==> config.mk <==
export PLATFORM = sky130hd
export DESIGN_NAME = signed_trilinear_splat_weights
export DESIGN_NICKNAME = d
export VERILOG_FILES = /design/src/hw/rtl/stsw_pkg.sv /design/src/hw/rtl/signed_trilinear_splat_weights.sv
export SDC_FILE = /design/constraint.sdc
export NUM_CORES = 2
export LEC_CHECK = 0
export BUFFER_PORTS_ARGS = -buffer_cell sky130_fd_sc_hd__buf_2
export CELL_PAD_IN_SITES_DETAIL_PLACEMENT = 0
export CELL_PAD_IN_SITES_GLOBAL_PLACEMENT = 1
export CORE_MARGIN = 4
export CORE_UTILIZATION = 55
export CTS_CLUSTER_DIAMETER = 40
export DETAILED_ROUTE_END_ITERATION = 8
export GPL_TIMING_DRIVEN = 0
export PLACE_DENSITY = 0.87
export SLEW_MARGIN = 20
export SYNTH_ARGS = -nofsm -noshare
export SYNTH_HDL_FRONTEND = slang
export SYNTH_SLANG_ARGS = --single-unit
==> constraint.sdc <==
create_clock -name clk -period 11.6 [get_ports clk]
set_input_delay 2.32 -clock clk [delete_from_list [all_inputs] [get_ports clk]]
set_output_delay 2.32 -clock clk [all_outputs]
set_load 0.005 [all_outputs]
==> src/hw/rtl/stsw_pkg.sv <==
// Package for the signed trilinear splat weight block.
// Holds the field widths, fixed-point constants and the payload tag type.
// No dependencies.
`default_nettype none

package stsw_pkg;

	localparam int COORD_BITS = 16;
	localparam int FRAC_BITS  = 16;
	localparam int NUM_AXES   = 3;

	localparam int SITE_W   = COORD_BITS + 1;
	localparam int OFF_W    = FRAC_BITS + 2;
	localparam int POL_W    = 2;
	localparam int WGT_W    = FRAC_BITS + 1;
	localparam int PROD_W   = 2 * WGT_W;
	localparam int TRIPLE_W = 3 * WGT_W;
	localparam int SHARE_W  = FRAC_BITS + 2;
	localparam int SUM_W    = FRAC_BITS + 4;
	localparam int ERR_W    = 5;

	localparam int IN_BITS     = NUM_AXES * COORD_BITS + NUM_AXES * OFF_W + POL_W;
	localparam int IN_TDATA_W  = ((IN_BITS + 7) / 8) * 8;
	localparam int OUT_BITS    = NUM_AXES * SITE_W + SHARE_W + ERR_W;
	localparam int OUT_TDATA_W = ((OUT_BITS + 7) / 8) * 8;

	localparam logic [WGT_W-1:0]        ONE_WGT    = {1'b1, {FRAC_BITS{1'b0}}};
	localparam logic signed [OFF_W-1:0] ONE_OFF    = {2'b01, {FRAC_BITS{1'b0}}};
	localparam logic [TRIPLE_W-1:0]     ROUND_HALF = TRIPLE_W'(1) << (2 * FRAC_BITS - 1);
	localparam logic signed [SUM_W:0]   ONE_SUM    = {5'b00001, {FRAC_BITS{1'b0}}};
	localparam logic signed [SITE_W-1:0] SITE_PLUS  = SITE_W'(1);
	localparam logic signed [SITE_W-1:0] SITE_MINUS = {SITE_W{1'b1}};

	localparam logic signed [POL_W-1:0] POL_POS = 2'sb01;
	localparam logic signed [POL_W-1:0] POL_NEG = 2'sb11;

	// Per-result information that travels alongside the weight arithmetic.
	typedef struct packed {
		logic                     ok;
		logic                     last;
		logic                     neg;
		logic signed [SITE_W-1:0] sx;
		logic signed [SITE_W-1:0] sy;
		logic signed [SITE_W-1:0] sz;
	} tag_t;

endpackage

`default_nettype wire

==> src/hw/rtl/signed_trilinear_splat_weights.sv <==
// An input transfer is registered in stage 1, and its first result reaches the output register through stages 2 to 6.
// Each input item yields 1, 2, 4 or 8 deposit sites (two sites on each
// axis with a fractional offset); the combination sequencer issues one site per cycle while stage 2 can take it.
// Results stream through a six-stage pipeline that stalls stage by stage without loss.
// Reset clears all valid bits, the site counter and the running weight sum.
// Depends on stsw_pkg.
`default_nettype none

module signed_trilinear_splat_weights
	import stsw_pkg::*;
(
	input  wire logic                   clk,
	input  wire logic                   arst_n,
	input  wire logic                   s_axis_tvalid,
	output logic                        s_axis_tready,
	// anchor_x, anchor_y, anchor_z, offset_x, offset_y, offset_z, charge_sign, zero pad
	input  wire logic [IN_TDATA_W-1:0]  s_axis_tdata,
	output logic                        m_axis_tvalid,
	input  wire logic                   m_axis_tready,
	// site_x, site_y, site_z, share, sum_error, zero pad
	output logic [OUT_TDATA_W-1:0]      m_axis_tdata,
	// ok
	output logic [0:0]                  m_axis_tuser,
	output logic                        m_axis_tlast
);

	// Input unpacking and per-axis decode
	logic signed [COORD_BITS-1:0] anc [NUM_AXES];
	logic signed [OFF_W-1:0]      off [NUM_AXES];
	logic signed [POL_W-1:0]      pol;
	logic signed [SITE_W-1:0]     dec_site0 [NUM_AXES];
	logic signed [SITE_W-1:0]     dec_site1 [NUM_AXES];
	logic [WGT_W-1:0]             dec_w0 [NUM_AXES];
	logic [WGT_W-1:0]             dec_w1 [NUM_AXES];
	logic [NUM_AXES-1:0]          dec_two;
	logic                         dec_ok;

	always_comb begin
		logic signed [OFF_W-1:0]  off_abs;
		logic [WGT_W-1:0]         f;
		logic signed [SITE_W-1:0] anc_ext;
		logic signed [SITE_W-1:0] nbr;
		pol = s_axis_tdata[NUM_AXES*COORD_BITS + NUM_AXES*OFF_W +: POL_W];
		dec_ok = (pol == POL_POS) || (pol == POL_NEG);
		for (int a = 0; a < NUM_AXES; a++) begin
			anc[a] = s_axis_tdata[a*COORD_BITS +: COORD_BITS];
			off[a] = s_axis_tdata[NUM_AXES*COORD_BITS + a*OFF_W +: OFF_W];
			if ((off[a] > ONE_OFF) || (off[a] < -ONE_OFF)) begin
				dec_ok = 1'b0;
			end
		end
		for (int a = 0; a < NUM_AXES; a++) begin
			off_abs = off[a][OFF_W-1] ? -off[a] : off[a];
			f       = off_abs[WGT_W-1:0];
			anc_ext = SITE_W'(anc[a]);
			nbr     = anc_ext + (off[a][OFF_W-1] ? SITE_MINUS : SITE_PLUS);
			dec_site0[a] = anc_ext;
			dec_site1[a] = nbr;
			dec_w0[a]    = ONE_WGT;
			dec_w1[a]    = f;
			dec_two[a]   = 1'b0;
			if (f == ONE_WGT) begin
				dec_site0[a] = nbr;
			end else if (f != '0) begin
				dec_w0[a]  = ONE_WGT - f;
				dec_two[a] = dec_ok;
			end
		end
	end

	// Stage 1: decoded item held while its sites are issued
	logic                     v_s1;
	logic                     ok_s1;
	logic                     neg_s1;
	logic [NUM_AXES-1:0]      two_s1;
	logic signed [SITE_W-1:0] site0_s1 [NUM_AXES];
	logic signed [SITE_W-1:0] site1_s1 [NUM_AXES];
	logic [WGT_W-1:0]         w0_s1 [NUM_AXES];
	logic [WGT_W-1:0]         w1_s1 [NUM_AXES];
	logic [NUM_AXES-1:0]      idx_q;

	logic rdy_s2, rdy_s3, rdy_s4, rdy_s5, rdy_s6;
	logic v_s2, v_s3, v_s4, v_s5, v_s6;

	logic                     accept;
	logic                     issue;
	logic                     last_combo;
	logic [NUM_AXES-1:0]      idx_nxt;
	logic signed [SITE_W-1:0] site_sel [NUM_AXES];
	logic [WGT_W-1:0]         w_sel [NUM_AXES];

	// Bit 0 of the index walks x (outermost), bit 2 walks z (innermost).
	assign last_combo    = (idx_q == two_s1);
	assign issue         = v_s1 && rdy_s2;
	assign s_axis_tready = !v_s1 || (rdy_s2 && last_combo);
	assign accept        = s_axis_tvalid && s_axis_tready;

	always_comb begin
		idx_nxt = idx_q;
		if (idx_q[2] != two_s1[2]) begin
			idx_nxt[2] = 1'b1;
		end else begin
			idx_nxt[2] = 1'b0;
			if (idx_q[1] != two_s1[1]) begin
				idx_nxt[1] = 1'b1;
			end else begin
				idx_nxt[1] = 1'b0;
				idx_nxt[0] = 1'b1;
			end
		end
		for (int a = 0; a < NUM_AXES; a++) begin
			site_sel[a] = idx_q[a] ? site1_s1[a] : site0_s1[a];
			w_sel[a]    = idx_q[a] ? w1_s1[a] : w0_s1[a];
		end
	end

	always_ff @(posedge clk or negedge arst_n) begin
		if (!arst_n) begin
			v_s1  <= 1'b0;
			idx_q <= '0;
		end else begin
			if (accept) begin
				v_s1  <= 1'b1;
				idx_q <= '0;
			end else if (issue) begin
				if (last_combo) begin
					v_s1  <= 1'b0;
					idx_q <= '0;
				end else begin
					idx_q <= idx_nxt;
				end
			end
		end
	end

	always_ff @(posedge clk) begin
		if (accept) begin
			ok_s1  <= dec_ok;
			neg_s1 <= pol[POL_W-1];
			two_s1 <= dec_two;
			for (int a = 0; a < NUM_AXES; a++) begin
				site0_s1[a] <= dec_site0[a];
				site1_s1[a] <= dec_site1[a];
				w0_s1[a]    <= dec_w0[a];
				w1_s1[a]    <= dec_w1[a];
			end
		end
	end

	// Stages 2 to 6: one deposit site per transfer
	tag_t                tag_s2, tag_s3, tag_s4, tag_s5;
	logic [WGT_W-1:0]    wa_s2, wb_s2, wc_s2, wc_s3;
	logic [PROD_W-1:0]   p_s3;
	logic [TRIPLE_W-1:0] q_s4;
	logic [WGT_W-1:0]    mag_s5;

	assign rdy_s6 = !v_s6 || m_axis_tready;
	assign rdy_s5 = !v_s5 || rdy_s6;
	assign rdy_s4 = !v_s4 || rdy_s5;
	assign rdy_s3 = !v_s3 || rdy_s4;
	assign rdy_s2 = !v_s2 || rdy_s3;

	always_ff @(posedge clk or negedge arst_n) begin
		if (!arst_n) begin
			v_s2 <= 1'b0;
			v_s3 <= 1'b0;
			v_s4 <= 1'b0;
			v_s5 <= 1'b0;
			v_s6 <= 1'b0;
		end else begin
			if (rdy_s2) v_s2 <= v_s1;
			if (rdy_s3) v_s3 <= v_s2;
			if (rdy_s4) v_s4 <= v_s3;
			if (rdy_s5) v_s5 <= v_s4;
			if (rdy_s6) v_s6 <= v_s5;
		end
	end

	logic [TRIPLE_W-1:0] rounded;
	assign rounded = q_s4 + ROUND_HALF;

	always_ff @(posedge clk) begin
		if (issue) begin
			tag_s2.ok   <= ok_s1;
			tag_s2.last <= last_combo;
			tag_s2.neg  <= neg_s1;
			tag_s2.sx   <= site_sel[0];
			tag_s2.sy   <= site_sel[1];
			tag_s2.sz   <= site_sel[2];
			wa_s2       <= w_sel[0];
			wb_s2       <= w_sel[1];
			wc_s2       <= w_sel[2];
		end
		if (rdy_s3 && v_s2) begin
			tag_s3 <= tag_s2;
			p_s3   <= PROD_W'(wa_s2) * PROD_W'(wb_s2);
			wc_s3  <= wc_s2;
		end
		if (rdy_s4 && v_s3) begin
			tag_s4 <= tag_s3;
			q_s4   <= TRIPLE_W'(p_s3) * TRIPLE_W'(wc_s3);
		end
		if (rdy_s5 && v_s4) begin
			tag_s5 <= tag_s4;
			mag_s5 <= rounded[2*FRAC_BITS +: WGT_W];
		end
	end

	// Output stage: sign the share and close the partition residual on the last site.
	logic [SUM_W-1:0]           sum_q;
	logic [SUM_W-1:0]           sum_nxt;
	logic signed [SUM_W:0]      diff;
	logic signed [SUM_W:0]      err_full;
	logic signed [SHARE_W-1:0]  mag_ext;
	logic signed [SHARE_W-1:0]  share_val;

	logic                       ok_s6;
	logic                       last_s6;
	logic signed [SITE_W-1:0]   sx_s6, sy_s6, sz_s6;
	logic signed [SHARE_W-1:0]  share_s6;
	logic signed [ERR_W-1:0]    err_s6;

	always_comb begin
		sum_nxt   = sum_q + SUM_W'(mag_s5);
		diff      = $signed({1'b0, sum_nxt}) - ONE_SUM;
		err_full  = tag_s5.neg ? -diff : diff;
		mag_ext   = SHARE_W'(mag_s5);
		share_val = tag_s5.neg ? -mag_ext : mag_ext;
	end

	always_ff @(posedge clk or negedge arst_n) begin
		if (!arst_n) begin
			sum_q <= '0;
		end else if (rdy_s6 && v_s5) begin
			sum_q <= tag_s5.last ? '0 : sum_nxt;
		end
	end

	always_ff @(posedge clk) begin
		if (rdy_s6 && v_s5) begin
			ok_s6    <= tag_s5.ok;
			last_s6  <= tag_s5.last;
			sx_s6    <= tag_s5.ok ? tag_s5.sx : '0;
			sy_s6    <= tag_s5.ok ? tag_s5.sy : '0;
			sz_s6    <= tag_s5.ok ? tag_s5.sz : '0;
			share_s6 <= tag_s5.ok ? share_val : '0;
			err_s6   <= (tag_s5.ok && tag_s5.last) ? err_full[ERR_W-1:0] : '0;
		end
	end

	assign m_axis_tvalid = v_s6;
	assign m_axis_tlast  = last_s6;
	assign m_axis_tuser  = ok_s6;
	assign m_axis_tdata  = OUT_TDATA_W'({err_s6, share_s6, sz_s6, sy_s6, sx_s6});

endmodule

`default_nettype wire

# Word-level counts from Yosys, hierarchy flattened
# Memories as Yosys holds them, arrays and structs flattened.
# Cells that the tools add are included.
# Widths: inputs -> output; s select.
# op_classes
n_addsub	14
multipliers	2
n_div	0
magnitude_cmp	6
eq_ne	10
shifts	0
mux	39
n_bitwise	3
n_reduce_logical	36
# op_table
op	n
$mux 17	22
$gt 18x18->1 const B	3
$lt 18x17->1 const B	3
$add 16x17->17	3
$eq 17x17->1 const B	3
$neg 17->17	3
$reduce_bool 17->1	3
$sub 17x17->17 const A	3
$add 49x32->49 const B	1
$mul 34x17->49	1
$mul 17x17->34	1
$add 20x17->20	1
$mux 20	1
$neg 17->18	1
$mux 1	11
$logic_or 1x1->1	10
$mux 3	3
$logic_and 1x1->1	8
$logic_not 1->1	6
$ne 3x3->1 const B	2
$reduce_and 2->1	3
$reduce_or 2->1	3
$mux 5	1
$neg 5->5	1
9 further kinds	13
# totals
reg_bits	494
latchBits	0
ramBits	204
mem_bits_ro	0
input_bits	108
output_inout_bits	84
wordCells	168
memories	4
# mem_list
name	depth	word_bits	read_ports	rd_ports_with_merged_regs	wr	line_no	source
site0_s1	3	17	3	0	3	signed_trilinear_splat_weights.sv:76	logic signed [SITE_W-1:0] site0_s1 [NUM_AXES];
site1_s1	3	17	3	0	3	signed_trilinear_splat_weights.sv:77	logic signed [SITE_W-1:0] site1_s1 [NUM_AXES];
w0_s1	3	17	3	0	3	signed_trilinear_splat_weights.sv:78	logic [WGT_W-1:0] w0_s1 [NUM_AXES];
w1_s1	3	17	3	0	3	signed_trilinear_splat_weights.sv:79	logic [WGT_W-1:0] w1_s1 [NUM_AXES];

# Longest topological paths before layout
# depth
depth_word	11
ltp_mapped	24
ltp_nobuf	23

# Least setup slack after synthesis
# No wires, ideal clock.
# synth_path
path_type	input -> register
from	in m_axis_tready
to	reg idx_q[0]
setup_ps	135
arrival_ps	8535
t_required_ps	11465
path_slack_ps	2930
path_stages	8
path_buffers	0
path_cell_list	nor2b_1 > and3_1 > nand3_1 > inv_1 > o21ai_0 > and2_1 > or2_2 > o21ai_0
# synth_between
elab_chain_len	10
word_cells_on_any_way	14
cone_classes	2 x eq/ne; 1 x mux; 11 x reduce/logical
# synth_rtl
element	line_no	source
start, declared	signed_trilinear_splat_weights.sv:19	input wire logic m_axis_tready,
$logic_or 1x1->1 *	signed_trilinear_splat_weights.sv:157	assign rdy_s6 = !v_s6 || m_axis_tready;
$logic_or 1x1->1 *	signed_trilinear_splat_weights.sv:158	assign rdy_s5 = !v_s5 || rdy_s6;
$logic_or 1x1->1 *	signed_trilinear_splat_weights.sv:159	assign rdy_s4 = !v_s4 || rdy_s5;
$logic_or 1x1->1 *	signed_trilinear_splat_weights.sv:160	assign rdy_s3 = !v_s3 || rdy_s4;
$logic_or 1x1->1 *	signed_trilinear_splat_weights.sv:161	assign rdy_s2 = !v_s2 || rdy_s3;
$logic_and 1x1->1 *	signed_trilinear_splat_weights.sv:95	assign s_axis_tready = !v_s1 || (rdy_s2 && last_combo);
$logic_or 1x1->1 *	signed_trilinear_splat_weights.sv:95	
net s_axis_tready	signed_trilinear_splat_weights.sv:15	output logic s_axis_tready,
$logic_and 1x1->1 *	signed_trilinear_splat_weights.sv:96	assign accept = s_axis_tvalid && s_axis_tready;
net accept	signed_trilinear_splat_weights.sv:85	logic accept;
$ne 3x3->1 (no source line) or $reduce_bool 2->1 (tied branches)	--	
$reduce_and 3->1 (no source line)	--	
end signal, assigned	signed_trilinear_splat_weights.sv:130	idx_q <= idx_nxt;
end, declared	signed_trilinear_splat_weights.sv:80	logic [NUM_AXES-1:0] idx_q;
# The timed path passes the listed nets; every way through them passes the cells marked *.
# A chain may end at the register's enable or synchronous reset.

# Worst setup path after layout
# layout_path
from	reg wc_s3[9]
to	reg q_s4[47] (data pin)
# layout_between
elab_chain_len	1
# layout_rtl
element	line_no	source
start, declared	signed_trilinear_splat_weights.sv:152	logic [WGT_W-1:0] wa_s2, wb_s2, wc_s2, wc_s3;
start signal, assigned	signed_trilinear_splat_weights.sv:197	wc_s3 <= wc_s2;
$mul 34x17->49	signed_trilinear_splat_weights.sv:201	q_s4 <= TRIPLE_W'(p_s3) * TRIPLE_W'(wc_s3);
end signal, assigned	signed_trilinear_splat_weights.sv:201	
end, declared	signed_trilinear_splat_weights.sv:154	logic [TRIPLE_W-1:0] q_s4;
# Every way passes these cells.

==> flow_metrics.tcl <==
set metrics [dict create \
    outcome "complete, no violations" \
    core_mm2 0.0967 \
    critPathLaunchType "register" \
    drt-total-wl_um 128000 \
    rsz0062_at_grt "false" \
    dp_hpwl_um 101000 \
    critPathMaxStageDelay_ns 0.89 \
    fin_skew_ns 0.0318 \
    final_core_util_pct 61.0 \
    cts_resized 0 \
    crit_type "reg2reg" \
    die-width_um 320 \
    syn_to_final_growth_pct 10.2 \
    placed_cell_area_mm2 0.0564 \
    clock_latency_ns 0.63 \
    synth_warnings 0 \
    cts_tree "yes" \
    post_cts_buffers 0 \
    cap_violations 0 \
    synth_area_leader_cell "edfxtp_1" \
    die_h_um 320 \
    holdBufCountCts 0 \
    worst_pin_slew_ns 1.08 \
    hold_path.class "reg2reg" \
    synthFlopType "edfxtp_1" \
    drive_gt1_share_pct 9.84 \
    fin_area_mm2 0.0590 \
    cts-root-buf "clkbuf_16" \
    cp_cell_sequence "clkbuf_1, clkbuf_1, nand2_1, fa_1, inv_1, fa_1, fa_1, fa_1, fa_1, inv_1, fa_1, inv_1, ha_1, o21a_1, o21a_1, o21ai_1, nand4_1, a2111oi_0, o31ai_1, o21a_1, nor2_1, xnor2_1" \
    crit_path_max_fanout 10 \
    ys_seq_area_share_pct 36.4 \
    gp_congestion 1.00 \
    slew_headroom_pct 27.5 \
    crit_arrival_ns 9.09 \
    portBuffers 181 \
    synthTopCellsByArea "edfxtp_1 36%, fa_1 26%, ha_1 6.6%, inv_1 6.3%, and2_1 4.6%" \
    htree_levels 3 \
    postSynthCellCount 4790 \
    drt-initial-drc-count 2578 \
    final_cell_mix "903 x inv_1, 704 x fa_1, 638 x edfxtp_1" \
    clk_path_buf_depth 3 \
    vias_per_cell 5.39 \
    synth_area_mm2 0.0536 \
    cp.required_ns 12.01 \
    grt_use_total_pct 25.7 \
    min_period_over_period_pct 74.9 \
    ant_nets 0 \
    period_needed_ns 8.69 \
    grt_pass1_wl_um 204000 \
    async_flop_share_pct 2.15 \
    grt_max_degree 62 \
    final_hold_viol_count 0 \
    std_cell_rows 114 \
    gr-total-overflow 0 \
    fill_cells 7768 \
    ys_types 74 \
    wl_per_cell_um 20.0 \
    synth.avg_cell_area_um2 11.2 \
    die_area_mm2 0.102 \
    holdWs_ns 0.412 \
    synth-seq-cells 652 \
    synth-edff-count 638 \
    clkTransAtPathRegs_ns 0.06 \
    initial_core_util_pct 55.4 \
    drv_slew 0 \
    antenna_found_initial 12 \
    drc 0 \
    max_freq_mhz 115 \
    setup_tns_ns 0 \
    grt_pass1_vias 36900 \
    cp_common_cell "fa_1" \
    synth.top_cell.area_share_pct 35.8 \
    dr_total_vias 34500 \
    final_common_cell "inv_1" \
    cts_made_buffers 76 \
    setup_viol 0 \
    ios 192 \
    numClockSinks 652 \
    end_kind "register" \
    dr.pass1.iters 5 \
    critPathSlowestCell "a2111oi_0" \
    nets 6161 \
]
-- kinds of logic (layout without fill, tap and decap cells) --
group	after synthesis	after routing	synth area share, %
and+or+nand+nor	1406	1406	12.7
buffers and inverters	1087	1416	7.69
adders and majority gates	988	988	32.9
DFF	652	652	36.4
AOI/OAI and AO/OA	295	295	3.63
xor gates and xnor gates	212	212	3.47
muxes	149	149	3.12
other	1	14	0.00700
-- stage by stage --
step,setup WS (ns),std cells
floorplan,2.93,4795
global placement,0.681,6252
detailed placement,3.11,6263
CTS,3.02,6400
global route,2.53,6408
finish,2.91,6408
-- metal layers --
layer | track usage (%) | vias up | part of all wire, %
met5 | 0 | - | 0
met4 | 9.60 | 0 | 4.1
met3 | 5.58 | 274 | 7.8
met2 | 42.9 | 1217 | 48
met1 | 33.4 | 17300 | 40
li1 | - | 15700 | -
-- synthesized netlist by cell type, types with 8 or more instances --
master / count
dfrtp_1: 14
nand3_1: 52
a21oi_1: 70
o211ai_1: 8
mux2_2: 144
nor2b_1: 14
o31ai_1: 23
a31oi_1: 12
xor2_1: 63
edfxtp_1: 638
clkbuf_1: 169
o21ai_0: 69
and3_1: 16
nand2_1: 635
nor4_1: 9
fa_1: 704
and2_1: 398
a21o_1: 26
o41ai_1: 11
nor3_1: 41
o21a_1: 12
o21bai_1: 10
a211oi_1: 10
or2_2: 14
nand2b_1: 22
xnor2_1: 149
or3_1: 22
ha_1: 284
nand4_1: 12
inv_1: 904
nor2_1: 141
-- worst max-delay path: cells and delay by family, from the launching register on --
kind / cells / cell delay [ns]
AO/OA/AOI/OAI: 6 / 2.44
XOR/XNOR: 1 / 0.20
buffers and inverters: 5 / 1.23
AND/OR/NAND/NOR: 3 / 0.89
adder cells (fa/ha/maj): 7 / 3.39
flip-flops: 1 / 0.32
-- area by class of cell --
class                      instances  area, um^2  share of cell area, %
antenna                            8        20.0                 0.0339
buffer                           183         726                   1.23
clock buffer                      83        1930                   3.27
clock inverter                    54         706                   1.20
inverter                         904        3400                   5.75
multi-input combinational       3056       30000                   50.8
sequential                       652       19500                   33.1
tap                             1276        1600                   2.70
timing repair buffer             192        1150                   1.95
-- path summary, 6_finish.rpt --
path / cells past startpoint / slack (ns) / to / from
setup / recovery: 22 / 2.91 / q_s4[47] / wc_s3[9]
hold / removal: 0 / 0.41 / tag_s4[25] / tag_s3[25]
setup reg to reg: 22 / 2.91 / q_s4[47] / wc_s3[9]
hold reg to reg: 0 / 0.41 / tag_s4[25] / tag_s3[25]
max in group asynchronous: 1 / 9.63 / sum_q[0] / arst_n
min in group asynchronous: 1 / 1.64 / v_s1 / arst_n
-- registers in the layout, indices dropped and copies added (netlist names), 18 cells and up --
name      count
p_s3         34
q_s4         18
share_s6     18
site0_s1     51
site1_s1     51
tag_s2       54
tag_s3       54
tag_s4       54
tag_s5       54
w0_s1        51
w1_s1        51
Power is not shown: default switching activity piles up to over one toggle a cycle in this logic, so the estimate is an artifact.
